[src/hw/rtl/rational_root_search_top_assert.svh]
// assertion macros for the rational root search block
`ifndef RATIONAL_ROOT_SEARCH_TOP_ASSERT_SVH
`define RATIONAL_ROOT_SEARCH_TOP_ASSERT_SVH

// implication checked on every rising clock edge outside reset
`define RRS_ASSERT_IMPL(label, clk, rst_n, ante, cons, msg) \
    label: assert property (@(posedge clk) disable iff (!rst_n) (ante) |-> (cons)) \
        else $error(msg);

// next-cycle implication checked outside reset
`define RRS_ASSERT_NEXT(label, clk, rst_n, ante, cons, msg) \
    label: assert property (@(posedge clk) disable iff (!rst_n) (ante) |=> (cons)) \
        else $error(msg);

`endif

[src/hw/rtl/rrs_pkg.sv]
package rrs_pkg;

    localparam logic [1:0] OUTCOME_ROOT    = 2'd0;
    localparam logic [1:0] OUTCOME_NO_ROOT = 2'd1;
    localparam logic [1:0] OUTCOME_INVALID = 2'd2;

    localparam int WIDE_BITS  = 128;
    // horner arithmetic runs one chunk of the wide words per cycle
    localparam int CHUNK_BITS = 32;

    // controller to datapath commands
    typedef struct packed {
        logic load;         // store incoming coefficient
        logic setup;        // latch lc and tc magnitudes
        logic q_init;       // q <= 1
        logic q_inc;        // q <= q + 1
        logic p_init;       // p <= 1, positive
        logic p_inc;        // p <= p + 1, positive
        logic set_neg;      // candidate sign negative
        logic div_start;    // start remainder unit
        logic div_sel_tc;   // remainder of tc (else lc) by p (else q)
        logic ev_init;      // horner init
        logic ev_dp;        // den power times q, one chunk
        logic ev_acc;       // accumulator times signed p, one chunk
        logic ev_term;      // accumulator plus den power times coefficient, one chunk
    } rrs_cmd_t;

    // datapath to controller status
    typedef struct packed {
        logic degree_zero;
        logic lc_zero;
        logic tc_zero;
        logic q_done;       // q > |lc|
        logic p_done;       // p > |tc|
        logic div_busy;
        logic div_zero;     // remainder is zero
        logic ev_last;      // horner index passed degree
        logic ch_last;      // final chunk of a wide operation
        logic acc_zero;
        logic neg;
    } rrs_stat_t;

endpackage

[src/hw/rtl/rational_root_search_top.sv]
// Rational root search. Coefficients arrive one request per cycle, highest
// degree first, while busy is low; the request with last_coef high is the
// constant term and starts the search, raising busy until the result strobe.
// The result appears for exactly one cycle with done high and cannot be
// stalled: the receiver must take it then. Search time depends on the data:
// each divisor test of q or p runs start, the shared bit-serial remainder
// unit and a decision, and each candidate evaluation runs in the Horner
// unit (per coefficient one loop state plus three passes of four 32-bit
// chunks over the 128-bit words: den power times q, accumulator times p,
// accumulator plus term); the search tries each q up to |lc| and, for each
// q that divides lc, each p up to |tc|, evaluating each pair that divides.
module rational_root_search_top #(
    parameter int unsigned MAX_DEGREE = 6,
    parameter int unsigned COEF_BITS  = 16
) (
    input  logic        clk,
    input  logic        rst_n,
    input  logic        start,
    output logic        busy,
    input  logic [15:0] coef_value,
    input  logic        last_coef,
    output logic        done,
    output logic [1:0]  outcome,
    output logic [16:0] root_numerator,
    output logic [15:0] root_denominator
);
    import rrs_pkg::*;

    rrs_cmd_t    cmd;
    rrs_stat_t   stat;
    logic        use_root;
    logic [16:0] dp_num;
    logic [15:0] dp_den;

    // sequencer: loading, divisor search, candidate tests
    rrs_controller u_ctrl (
        .clk      (clk),
        .rst_n    (rst_n),
        .start    (start),
        .last_coef(last_coef),
        .stat     (stat),
        .cmd      (cmd),
        .busy     (busy),
        .done     (done),
        .outcome  (outcome),
        .use_root (use_root)
    );

    // coefficient store, candidate counters, remainder unit, horner unit
    rrs_datapath #(
        .MAX_DEGREE (MAX_DEGREE),
        .COEF_BITS  (COEF_BITS)
    ) u_dp (
        .clk              (clk),
        .rst_n            (rst_n),
        .cmd              (cmd),
        .coef_value       (coef_value),
        .last_coef        (last_coef),
        .stat             (stat),
        .root_numerator   (dp_num),
        .root_denominator (dp_den)
    );

    // zero constant term and failures report 0/1
    assign root_numerator   = use_root ? dp_num : 17'd0;
    assign root_denominator = use_root ? dp_den : 16'd1;
endmodule

[src/hw/rtl/rrs_divider.sv]
module rrs_divider #(
    parameter int unsigned W = 16
) (
    input  logic         clk,
    input  logic         rst_n,
    input  logic         start,
    input  logic [W-1:0] dividend,
    input  logic [W-1:0] divisor,
    output logic         busy,
    output logic         rem_zero
);
    // restoring divider, one quotient bit a cycle, remainder only
    localparam int unsigned CW = $clog2(W + 1);

    logic [W-1:0]  dvd_reg, dvd_next;
    logic [W:0]    rem_reg, rem_next;
    logic [W-1:0]  dsr_reg, dsr_next;
    logic [CW-1:0] cnt_reg, cnt_next;
    logic          busy_reg, busy_next;
    logic [W:0]    trial;
    logic [W:0]    shifted;

    always_comb
    begin
        dvd_next  = dvd_reg;
        rem_next  = rem_reg;
        dsr_next  = dsr_reg;
        cnt_next  = cnt_reg;
        busy_next = busy_reg;
        shifted   = {rem_reg[W-1:0], dvd_reg[W-1]};
        trial     = shifted - {1'b0, dsr_reg};
        if (start)
        begin
            dvd_next  = dividend;
            dsr_next  = divisor;
            rem_next  = '0;
            cnt_next  = CW'(W);
            busy_next = 1'b1;
        end
        else if (busy_reg)
        begin
            dvd_next = {dvd_reg[W-2:0], 1'b0};
            rem_next = trial[W] ? shifted : trial;
            cnt_next = cnt_reg - 1'b1;
            if (cnt_reg == CW'(1))
                busy_next = 1'b0;
        end
    end

    always_ff @(posedge clk or negedge rst_n)
    begin
        if (!rst_n)
        begin
            busy_reg <= 1'b0;
            cnt_reg  <= '0;
        end
        else
        begin
            busy_reg <= busy_next;
            cnt_reg  <= cnt_next;
        end
    end

    always_ff @(posedge clk)
    begin
        dvd_reg <= dvd_next;
        rem_reg <= rem_next;
        dsr_reg <= dsr_next;
    end

    assign busy     = busy_reg;
    assign rem_zero = (rem_reg == '0);
endmodule

[src/hw/rtl/rrs_datapath.sv]
module rrs_datapath #(
    parameter int unsigned MAX_DEGREE = 6,
    parameter int unsigned COEF_BITS  = 16
) (
    input  logic            clk,
    input  logic            rst_n,
    input  rrs_pkg::rrs_cmd_t  cmd,
    input  logic [15:0]     coef_value,
    input  logic            last_coef,
    output rrs_pkg::rrs_stat_t stat,
    output logic [16:0]     root_numerator,
    output logic [15:0]     root_denominator
);
    import rrs_pkg::*;

    localparam int unsigned DEPTH = MAX_DEGREE + 1;
    localparam int unsigned IW    = $clog2(DEPTH + 1);
    localparam int unsigned AW    = (DEPTH > 1) ? $clog2(DEPTH) : 1;
    localparam int unsigned MW    = COEF_BITS + 1;
    localparam int unsigned PW    = CHUNK_BITS + MW;
    localparam logic [1:0]  CH_LAST = 2'(WIDE_BITS / CHUNK_BITS - 1);

    logic signed [COEF_BITS-1:0] store_mem [DEPTH];
    logic [IW-1:0]    cnt_reg, cnt_next;
    logic [IW-1:0]    deg_reg;
    logic [MW-1:0]    lc_reg, tc_reg;
    logic [MW-1:0]    q_reg, p_reg;
    logic             neg_reg;
    logic [IW-1:0]    idx_reg;
    logic [1:0]       ch_reg;
    logic [WIDE_BITS-1:0] acc_reg, dp_reg;
    logic [MW-1:0]    mc_reg;
    logic             ac_reg;
    logic signed [COEF_BITS-1:0] coef_in;
    logic signed [COEF_BITS-1:0] rd_coef;
    logic [AW-1:0]    wr_addr;
    logic             wr_en;
    logic [MW-1:0]    div_a, div_b;
    logic             div_busy, div_zero;
    logic signed [COEF_BITS-1:0] lc_s, tc_s;
    logic [MW-1:0]    coef_mag;
    logic [CHUNK_BITS-1:0] ch_src, ch_base;
    logic [MW-1:0]    ch_mag;
    logic             ch_neg;
    logic             ch_active;
    logic [MW-1:0]    mc_in;
    logic             c_in;
    logic [PW-1:0]    ch_prod;
    logic [CHUNK_BITS-1:0] ch_part;
    logic [CHUNK_BITS:0]   ch_sum;

    assign coef_in = coef_value[COEF_BITS-1:0];

    // store write: append, or overwrite final entry with a marked item when full
    always_comb
    begin
        wr_en   = 1'b0;
        wr_addr = AW'(DEPTH - 1);
        cnt_next = cnt_reg;
        if (cmd.load)
        begin
            if (cnt_reg < IW'(DEPTH))
            begin
                wr_en    = 1'b1;
                wr_addr  = cnt_reg[AW-1:0];
                cnt_next = cnt_reg + 1'b1;
            end
            else if (last_coef)
                wr_en = 1'b1;
            if (last_coef)
                cnt_next = '0;
        end
    end

    always_ff @(posedge clk)
    begin
        if (wr_en)
            store_mem[wr_addr] <= coef_in;
    end

    assign lc_s    = store_mem[0];
    assign tc_s    = store_mem[deg_reg[AW-1:0]];
    assign rd_coef = store_mem[idx_reg[AW-1:0]];

    always_ff @(posedge clk or negedge rst_n)
    begin
        if (!rst_n)
            cnt_reg <= '0;
        else
            cnt_reg <= cnt_next;
    end

    // degree latched with the last item (count after write minus one)
    always_ff @(posedge clk)
    begin
        if (cmd.load && last_coef)
            deg_reg <= (cnt_reg < IW'(DEPTH)) ? cnt_reg : IW'(DEPTH - 1);
        if (cmd.setup)
        begin
            lc_reg <= lc_s[COEF_BITS-1] ? MW'(-$signed({lc_s[COEF_BITS-1], lc_s}))
                                        : MW'(lc_s);
            tc_reg <= tc_s[COEF_BITS-1] ? MW'(-$signed({tc_s[COEF_BITS-1], tc_s}))
                                        : MW'(tc_s);
        end
        if (cmd.q_init)
            q_reg <= MW'(1);
        else if (cmd.q_inc)
            q_reg <= q_reg + 1'b1;
        if (cmd.p_init)
        begin
            p_reg   <= MW'(1);
            neg_reg <= 1'b0;
        end
        else if (cmd.p_inc)
        begin
            p_reg   <= p_reg + 1'b1;
            neg_reg <= 1'b0;
        end
        else if (cmd.set_neg)
            neg_reg <= 1'b1;
    end

    assign div_a = cmd.div_sel_tc ? tc_reg : lc_reg;
    assign div_b = cmd.div_sel_tc ? p_reg : q_reg;

    rrs_divider #(.W(MW)) u_div (
        .clk      (clk),
        .rst_n    (rst_n),
        .start    (cmd.div_start),
        .dividend (div_a),
        .divisor  (div_b),
        .busy     (div_busy),
        .rem_zero (div_zero)
    );

    // horner on wide words, one chunk a cycle, low chunk first:
    // each word rotates right so the working chunk is always at the bottom
    // a negative factor is applied as the complement plus a carry-in of one
    assign coef_mag = rd_coef[COEF_BITS-1] ? MW'(-$signed({rd_coef[COEF_BITS-1], rd_coef}))
                                           : MW'(rd_coef);
    assign ch_active = cmd.ev_dp || cmd.ev_acc || cmd.ev_term;

    always_comb
    begin
        ch_src  = dp_reg[CHUNK_BITS-1:0];
        ch_mag  = q_reg;
        ch_neg  = 1'b0;
        ch_base = '0;
        if (cmd.ev_acc)
        begin
            ch_src = acc_reg[CHUNK_BITS-1:0];
            ch_mag = p_reg;
            ch_neg = neg_reg;
        end
        else if (cmd.ev_term)
        begin
            ch_mag  = coef_mag;
            ch_neg  = rd_coef[COEF_BITS-1];
            ch_base = acc_reg[CHUNK_BITS-1:0];
        end
    end

    assign mc_in   = (ch_reg == 2'd0) ? '0 : mc_reg;
    assign c_in    = (ch_reg == 2'd0) ? ch_neg : ac_reg;
    assign ch_prod = PW'(ch_src) * PW'(ch_mag) + PW'(mc_in);
    assign ch_part = ch_neg ? ~ch_prod[CHUNK_BITS-1:0] : ch_prod[CHUNK_BITS-1:0];
    assign ch_sum  = {1'b0, ch_base} + {1'b0, ch_part} + (CHUNK_BITS + 1)'(c_in);

    always_ff @(posedge clk or negedge rst_n)
    begin
        if (!rst_n)
            ch_reg <= '0;
        else if (cmd.ev_init)
            ch_reg <= '0;
        else if (ch_active)
            ch_reg <= ch_reg + 1'b1;
    end

    always_ff @(posedge clk)
    begin
        if (cmd.ev_init)
        begin
            acc_reg <= WIDE_BITS'(lc_s);
            dp_reg  <= WIDE_BITS'(1);
            idx_reg <= IW'(1);
        end
        else if (cmd.ev_dp)
            dp_reg <= {ch_sum[CHUNK_BITS-1:0], dp_reg[WIDE_BITS-1:CHUNK_BITS]};
        else if (cmd.ev_acc)
            acc_reg <= {ch_sum[CHUNK_BITS-1:0], acc_reg[WIDE_BITS-1:CHUNK_BITS]};
        else if (cmd.ev_term)
        begin
            acc_reg <= {ch_sum[CHUNK_BITS-1:0], acc_reg[WIDE_BITS-1:CHUNK_BITS]};
            dp_reg  <= {dp_reg[CHUNK_BITS-1:0], dp_reg[WIDE_BITS-1:CHUNK_BITS]};
            if (ch_reg == CH_LAST)
                idx_reg <= idx_reg + 1'b1;
        end
        if (ch_active)
        begin
            mc_reg <= ch_prod[PW-1:CHUNK_BITS];
            ac_reg <= ch_sum[CHUNK_BITS];
        end
    end

    assign stat.degree_zero = (deg_reg == '0);
    assign stat.lc_zero     = (lc_s == '0);
    assign stat.tc_zero     = (tc_s == '0);
    assign stat.q_done      = (q_reg > lc_reg);
    assign stat.p_done      = (p_reg > tc_reg);
    assign stat.div_busy    = div_busy;
    assign stat.div_zero    = div_zero;
    assign stat.ev_last     = (idx_reg > deg_reg);
    assign stat.ch_last     = (ch_reg == CH_LAST);
    assign stat.acc_zero    = (acc_reg == '0);
    assign stat.neg         = neg_reg;

    assign root_numerator   = neg_reg ? 17'(-$signed({1'b0, p_reg})) : 17'(p_reg);
    assign root_denominator = 16'(q_reg);
endmodule

[src/hw/rtl/rrs_controller.sv]
module rrs_controller (
    input  logic            clk,
    input  logic            rst_n,
    input  logic            start,
    input  logic            last_coef,
    input  rrs_pkg::rrs_stat_t stat,
    output rrs_pkg::rrs_cmd_t  cmd,
    output logic            busy,
    output logic            done,
    output logic [1:0]      outcome,
    output logic            use_root
);
    import rrs_pkg::*;

    `include "rational_root_search_top_assert.svh"

    localparam logic [3:0] ST_IDLE   = 4'd0;
    localparam logic [3:0] ST_SETUP  = 4'd1;
    localparam logic [3:0] ST_QDIV   = 4'd2;
    localparam logic [3:0] ST_QWAIT  = 4'd3;
    localparam logic [3:0] ST_PDIV   = 4'd4;
    localparam logic [3:0] ST_PWAIT  = 4'd5;
    localparam logic [3:0] ST_EINIT  = 4'd6;
    localparam logic [3:0] ST_ENEXT  = 4'd7;
    localparam logic [3:0] ST_EDP    = 4'd8;
    localparam logic [3:0] ST_EACC   = 4'd9;
    localparam logic [3:0] ST_ETERM  = 4'd10;
    localparam logic [3:0] ST_CHECK  = 4'd11;
    localparam logic [3:0] ST_REPORT = 4'd12;

    logic [3:0] state_reg, state_next;
    logic [1:0] outc_reg, outc_next;
    logic       root_reg, root_next;
    logic       done_reg, done_next;

    always_comb
    begin
        state_next = state_reg;
        outc_next  = outc_reg;
        root_next  = root_reg;
        done_next  = 1'b0;
        cmd        = '0;
        case (state_reg)
            ST_IDLE:
            begin
                if (start)
                begin
                    cmd.load = 1'b1;
                    if (last_coef)
                        state_next = ST_SETUP;
                end
            end
            ST_SETUP:
            begin
                cmd.setup  = 1'b1;
                cmd.q_init = 1'b1;
                if (stat.degree_zero || stat.lc_zero)
                begin
                    outc_next  = OUTCOME_INVALID;
                    root_next  = 1'b0;
                    state_next = ST_REPORT;
                end
                else if (stat.tc_zero)
                begin
                    outc_next  = OUTCOME_ROOT;
                    root_next  = 1'b0;
                    state_next = ST_REPORT;
                end
                else
                    state_next = ST_QDIV;
            end
            ST_QDIV:
            begin
                if (stat.q_done)
                begin
                    outc_next  = OUTCOME_NO_ROOT;
                    root_next  = 1'b0;
                    state_next = ST_REPORT;
                end
                else
                begin
                    cmd.div_start = 1'b1;
                    state_next    = ST_QWAIT;
                end
            end
            ST_QWAIT:
            begin
                if (!stat.div_busy)
                begin
                    if (stat.div_zero)
                    begin
                        cmd.p_init = 1'b1;
                        state_next = ST_PDIV;
                    end
                    else
                    begin
                        cmd.q_inc  = 1'b1;
                        state_next = ST_QDIV;
                    end
                end
            end
            ST_PDIV:
            begin
                if (stat.p_done)
                begin
                    cmd.q_inc  = 1'b1;
                    state_next = ST_QDIV;
                end
                else
                begin
                    cmd.div_start  = 1'b1;
                    cmd.div_sel_tc = 1'b1;
                    state_next     = ST_PWAIT;
                end
            end
            ST_PWAIT:
            begin
                cmd.div_sel_tc = 1'b1;
                if (!stat.div_busy)
                begin
                    if (stat.div_zero)
                        state_next = ST_EINIT;
                    else
                    begin
                        cmd.p_inc  = 1'b1;
                        state_next = ST_PDIV;
                    end
                end
            end
            ST_EINIT:
            begin
                cmd.ev_init = 1'b1;
                state_next  = ST_ENEXT;
            end
            ST_ENEXT:
            begin
                if (stat.ev_last)
                    state_next = ST_CHECK;
                else
                    state_next = ST_EDP;
            end
            ST_EDP:
            begin
                cmd.ev_dp = 1'b1;
                if (stat.ch_last)
                    state_next = ST_EACC;
            end
            ST_EACC:
            begin
                cmd.ev_acc = 1'b1;
                if (stat.ch_last)
                    state_next = ST_ETERM;
            end
            ST_ETERM:
            begin
                cmd.ev_term = 1'b1;
                if (stat.ch_last)
                    state_next = ST_ENEXT;
            end
            ST_CHECK:
            begin
                if (stat.acc_zero)
                begin
                    outc_next  = OUTCOME_ROOT;
                    root_next  = 1'b1;
                    state_next = ST_REPORT;
                end
                else if (!stat.neg)
                begin
                    cmd.set_neg = 1'b1;
                    state_next  = ST_EINIT;
                end
                else
                begin
                    cmd.p_inc  = 1'b1;
                    state_next = ST_PDIV;
                end
            end
            ST_REPORT:
            begin
                done_next  = 1'b1;
                state_next = ST_IDLE;
            end
            default:
                state_next = ST_IDLE;
        endcase
    end

    always_ff @(posedge clk or negedge rst_n)
    begin
        if (!rst_n)
        begin
            state_reg <= ST_IDLE;
            outc_reg  <= OUTCOME_NO_ROOT;
            root_reg  <= 1'b0;
            done_reg  <= 1'b0;
        end
        else
        begin
            state_reg <= state_next;
            outc_reg  <= outc_next;
            root_reg  <= root_next;
            done_reg  <= done_next;
        end
    end

    assign busy     = (state_reg != ST_IDLE);
    assign done     = done_reg;
    assign outcome  = outc_reg;
    assign use_root = root_reg;

    `RRS_ASSERT_NEXT(a_report_done, clk, rst_n, state_reg == ST_REPORT, done_reg,
        "report state without result strobe")
    `RRS_ASSERT_IMPL(a_done_idle, clk, rst_n, done_reg, state_reg == ST_IDLE,
        "result strobe outside idle")
    `RRS_ASSERT_IMPL(a_root_outcome, clk, rst_n, done_reg && root_reg,
        outc_reg == OUTCOME_ROOT, "found root without root outcome")
endmodule

[config.mk]
export PLATFORM = sky130hd
export DESIGN_NAME = rational_root_search_top
export DESIGN_NICKNAME = d
export VERILOG_FILES = /design/src/hw/rtl/rrs_pkg.sv /design/src/hw/rtl/rational_root_search_top.sv /design/src/hw/rtl/rrs_divider.sv /design/src/hw/rtl/rrs_datapath.sv /design/src/hw/rtl/rrs_controller.sv
export VERILOG_INCLUDE_DIRS = /design/src /design/src/hw/rtl
export SDC_FILE = /design/constraint.sdc
export NUM_CORES = 2
export LEC_CHECK = 0
export ABC_CLOCK_PERIOD_IN_PS = 12800
export BUFFER_PORTS_ARGS = -buffer_cell sky130_fd_sc_hd__buf_4
export CORE_ASPECT_RATIO = 1.4
export CORE_MARGIN = 1
export CORE_UTILIZATION = 62
export CTS_CLUSTER_SIZE = 25
export DETAILED_ROUTE_END_ITERATION = 16
export PLACE_DENSITY = 0.78
export REMOVE_ABC_BUFFERS = 1
export SLEW_MARGIN = 10
export SYNTH_ARGS = -nofsm -noshare
export SYNTH_HDL_FRONTEND = slang
export SYNTH_SLANG_ARGS = --single-unit
[constraint.sdc]
create_clock -name clk -period 12.8 [get_ports clk]
set_clock_uncertainty 0.2 [all_clocks]
set_input_delay 2.56 -clock clk [delete_from_list [all_inputs] [get_ports clk]]
set_output_delay 2.56 -clock clk [all_outputs]
set_load 0.05 [all_outputs]
## Word level (Yosys, flattened, before mapping)

Memories as Yosys holds them, arrays and structs flattened. A register that Yosys moved wholly into a read port is not among the register bits.
Cells that the tools add are included.

| word-level totals | value |
|---|---|
| output and inout port bits | 37 |
| memory bits (writable) | 112 |
| register bits after elaboration | 420 |
| bits of input ports | 20 |
| logic and storage cells | 196 |
| memories | 1 |

| operators by class | value |
|---|---|
| order comparisons | 4 |
| equal/unequal tests | 26 |
| $add $sub $neg | 14 |
| $mul | 1 |
| multiplexer cells | 98 |
| reduce and logical (&&, ||, !) cells | 25 |
| bitwise logic cells | 3 |

Memories:

| memory | depth | width | read ports | clocked after Yosys merged registers in | wr ports | RTL line | text |
|---|---|---|---|---|---|---|---|
| u_dp.store_mem | 7 | 16 | 3 | 2 | 1 | rrs_datapath.sv:23 | `logic signed [COEF_BITS-1:0] store_mem [DEPTH];` |

Operators with widths:

| operator | number |
|---|---|
| $mux 128 | 7 |
| $mux 17 | 10 |
| $logic_not 128->1 | 1 |
| $mux 32 | 4 |
| $neg 16->17 | 3 |
| $add 49x17->49 | 1 |
| $mul 32x17->49 | 1 |
| $pmux 4 s12 | 1 |
| $mux 4 | 11 |
| $add 17x1->17 const B | 2 |
| $gt 17x17->1 | 2 |
| $add 32x32->33 | 1 |
| $add 33x1->33 | 1 |
| $logic_not 16->1 | 2 |
| $not 32->32 | 1 |
| $mux 1 | 31 |
| $mux 15 | 2 |
| $mux 3 | 9 |
| $mux 2 | 13 |
| $eq 4x4->1 const B | 5 |
| $ne 2x2->1 const B | 10 |
| $logic_not 18->1 | 1 |
| $mux 18 | 1 |
| $sub 18x17->18 | 1 |
| other kinds (31) | 50 |

## Logic depth before layout (Yosys ltp)

| depth | value |
|---|---|
| depth in word-level cells | 14 |
| depth in mapped cells | 44 |

## Modules after synthesis

Synthesis repeated with hierarchy kept, for this count alone.

| unflattened totals | value |
|---|---|
| cell total of the unflattened synthesis | 5009 |
| area total of the unflattened synthesis | 46858.7 um^2 |

Modules (own cells, without submodules):

| module | sequential area each (um^2) | cells each | times used | area each (um^2) |
|---|---|---|---|---|
| rrs_datapath | 12426.9 | 4560 | 1 | 42565.8 |
| rrs_divider | 1531.5 | 301 | 1 | 3209.3 |
| rrs_controller | 201.4 | 112 | 1 | 820.8 |
| rational_root_search_top | 0.0 | 36 | 1 | 262.8 |

## Least setup slack after synthesis

No wires, ideal clock.

| timing | value |
|---|---|
| kind | register to register |
| start | register with a tool-made name |
| end | register u_dp.acc_reg[126], data pin |
| path slack | 2.833 ns |
| data required time | 12.327 ns |
| stages on the path, launching flop included | 42 |
| arrival | 9.495 ns |
| setup time | 0.273 ns |
| cells stage by stage | dfxtp_1 buf_4 buf_6 buf_2 mux4_2 nand2_1 o21a_1 ha_1 or3b_1 o41ai_1 xor2_1 a21oi_1 clkbuf_1 nand2_1 fa_1 inv_1 fa_1 inv_1 [6 not listed] inv_1 ha_1 a21oi_1 o21ai_0 a2111oi_0 nor3_1 a21o_1 a21oi_1 xnor2_1 ha_1 and3_1 nand2_1 o21ai_0 nand3_1 o31ai_1 a31oi_1 xor2_1 o21ai_0 |

RTL lines:

| element | RTL line | text |
|---|---|---|
| to (signal assigned) | rrs_datapath.sv:183 | `acc_reg <= WIDE_BITS'(lc_s);` |
| to (signal assigned) | rrs_datapath.sv:190 | `acc_reg <= {ch_sum[CHUNK_BITS-1:0], acc_reg[WIDE_BITS-1:CHUNK_BITS]};` |
| to (signal assigned) | rrs_datapath.sv:193 | `acc_reg <= {ch_sum[CHUNK_BITS-1:0], acc_reg[WIDE_BITS-1:CHUNK_BITS]};` |
| to (decl) | rrs_datapath.sv:31 | `logic [WIDE_BITS-1:0] acc_reg, dp_reg;` |

==> results by group <==
Status
  – Run status: completed

Place
  – Area of placed instances: 47100 um2
  – Final Wtd Congestion: 1.04
  – Hpwl dp: 107000 um
  – Dpl cells: 5802
  – Port bufs: 56

Worst setup path
  – CP bufs+invs: 6
  – Crit path top cell by count: fa_1
  – CP delay by family, top: adder cells
  – Crit end category: flip-flop
  – Critical Path Slowest Stage Cell: dfxtp_1
  – Worst-path fanout max: 21
  – Worst path required time: 12920 ps
  – Critical path's largest stage delay: 1040 ps
  – Critical Path AT: 11810 ps
  – Setup CP Type: flip-flop to flip-flop
  – Worst Setup Start Kind: flip-flop

Die
  – # rows: 117
  – Die area: 75100 um2
  – Io pins: 57
  – Core area: 72900 um2
  – Die height: 324 um
  – Initial Util: 62.9%
  – Die Wd: 232 um

Timing
  – Final Hold Fails: 0
  – Slew @ Worst Pin: 1300 ps
  – TNS Setup: 0 ps
  – Fin. max-slew vios: 0
  – F_max: 85.6 MHz
  – Setup violations, final: 0
  – Period utilization: 91.3%
  – Post-layout min period: 11680 ps
  – RSZ-0062 raised after global routing: false
  – Slew headroom: 11.0%
  – Fin Hold WS: 243 ps

Clock tree
  – Hold_buf cts: 0
  – H-tree depth: 2
  – Post-CTS Resized: 0
  – Setup repair bufs after CTS: 0
  – Root Driver: clkbuf_16
  – TritonCTS clock tree: done
  – Worst skew pair latency: 660 ps
  – Clock tree buffer depth: 3
  – CTS clk-pin slew, worst paths: 70 ps
  – # clock sinks: 538
  – CTS Buf Count: 52

Pwr
  – Leakage: 21.3 nW
  – Seq pwr share: 34.6%
  – Sw power: 3.65 mW
  – Net Sw Frac: 44.1%
  – Combinational power share: 45.3%
  – P_int: 4.63 mW
  – Worst ir drop on vdd: 148 uV
  – Clock power frac: 20.1%
  – Pwr dens: 169 nW/um2

Route
  – DRT Wirelength: 140000 um
  – DR vias: 36300
  – Pre-antenna DRT Iters: 6
  – Routed met1 length: 47600 um
  – Drt first-iter violations: 3324
  – DR WL met3: 12000 um
  – DRC Markers: 0
  – Post-route antenna net violation count: 0
  – WL/cell: 23.6 um
  – Uppermost layer routed: met5
  – Metal2 WL: 67200 um
  – Via/cell ratio: 6.15

Global route
  – Vias in the first global route: 36500
  – Antenna violations before repair: 2
  – First-pass GRT wire length: 213000 um
  – GRT Overall Usage: 38.1%
  – Largest net degree at the start of global routing: 93
  – GRT overflow: 0

Synthesis
  – Post-synth EDFFs: 329
  – Mapped Area: 45800 um2
  – Yosys cell types: 96
  – Syn_area_per_cell: 9.19 um2
  – Synth Flop Type: edfxtp_1
  – Register area share after synthesis: 30.9%
  – FF+latch count, synth: 538
  – Synthesis Warnings: 0
  – Post-Synthesis Cells: 4988
  – Async set-reset flop share out of synthesis: 3.53%

Finish
  – Area growth from synthesis to layout: 6.68%
  – N_diodes: 0
  – Final Net Count: 5629
  – Fillers: 5833
  – Final Core Density: 67.1%
  – Non-filler cells, final: 5900
  – Layout cells sized above 1: 7.13%
  – Post-route cell area: 48900 um2

Hold path
  – Worst hold path class: flip-flop to flip-flop

Run
  – Max capacitance violation total: 0
through the flow:
step / power, mW / worst slack [ps]
finish: 8.28 / 1120
global route: 8.72 / 490
CTS: 8.22 / 1170
detailed placement: 6.54 / 1330
global placement: 6.46 / 1530
floorplan: 5.29 / -1560
Yosys cell counts, drive strengths merged, types with 18 or more instances:
master / number / area (um2)
nand2: 1019 / 3830
inv: 613 / 2300
fa: 469 / 9390
nor2: 342 / 1290
edfxtp: 329 / 9880
a21oi: 275 / 1380
ha: 236 / 2950
clkbuf: 210 / 788
dfxtp: 190 / 3800
o21ai: 154 / 775
xnor2: 136 / 1190
and2: 104 / 653
mux2i: 90 / 913
xor2: 66 / 578
a21o: 57 / 428
buf: 53 / 292
nor4: 49 / 322
nor3: 48 / 245
mux2: 46 / 533
nand2b: 45 / 282
nand3: 45 / 230
o22ai: 45 / 288
mux4: 28 / 631
and3: 26 / 163
nand4: 26 / 163
a31oi: 24 / 150
a211oi: 22 / 165
nor2b: 21 / 131
o21a: 21 / 158
dfrtp: 18 / 450
o31ai: 18 / 135
layout make-up:
cell class	instances	area, um2	share of cell area [%]
multi-input cells	3572	28500	58.2
repair buffers	124	931	1.90
clock buffers	60	1400	2.87
inverters	616	2310	4.73
well taps	952	1190	2.44
flip-flops and latches	538	14200	29.0
clock inverters	38	438	0.895
kinds of logic after synthesis:
group           Yosys count  share of synthesized area (%)
mux                     164                           4.53
other cells               1                        0.00818
buf+inv                 879                           7.40
xor+xnor                202                           3.86
fa+ha+maj               705                           26.9
simple gates           1786                           16.9
flops                   538                           30.9
compound gates          713                           9.46
power by group through the flow:
stage               sequential (mW)  clock (mW)  combinational (mW)
global route                   2.90        1.74                4.08
global placement               2.87           0                3.59
detailed placement             2.88           0                3.66
CTS                            2.85        1.67                3.69
floorplan                      2.75           0                2.54
finish                         2.87        1.66                3.75
layout by cell type (no fill, tap or decap), types with 44 or more instances in the layout:
cell type and n:
and2_1 102, edfxtp_1 329, clkbuf_16 54, ha_1 236, o21ai_0 148, xor2_1 66, a21oi_1 270, xnor2_1 136
buf_4 124, mux2i_1 89, nand2b_1 45, nor4_1 45, nand2_1 1014, o22ai_1 44, inv_1 613, nor2_1 337
a21o_1 57, fa_1 469, dfxtp_1 187
worst paths after layout:
| check | depth (start not counted) | startpoint | slack, ps | endpoint |
|---|---|---|---|---|
| hold reg to reg | 2 | u_dp.dp_reg[66] | 240 | u_dp.dp_reg[34] |
| max in group asynchronous | 1 | rst_n | 10500 | u_ctrl.outcome[0] |
| hold / removal | 2 | u_dp.dp_reg[66] | 240 | u_dp.dp_reg[34] |
| setup / recovery | 35 | flip-flop | 1120 | u_dp.acc_reg[123] |
| setup reg to reg | 35 | flip-flop | 1120 | u_dp.acc_reg[123] |
| min in group asynchronous | 1 | rst_n | 1600 | u_dp.ch_reg[1] |
worst min-delay path: stages (launching register included):
cell and delay (ps):
dfxtp_1 310, nand2_1 50, a21oi_1 50
metal layers:
layer	up-vias	GRT usage, %
li1	16100	-
met5	-	0
met4	4	28.9
met1	17800	42.8
met2	1803	63.8
met3	567	7.59
Note: power is estimated with default switching activity, not from simulation.
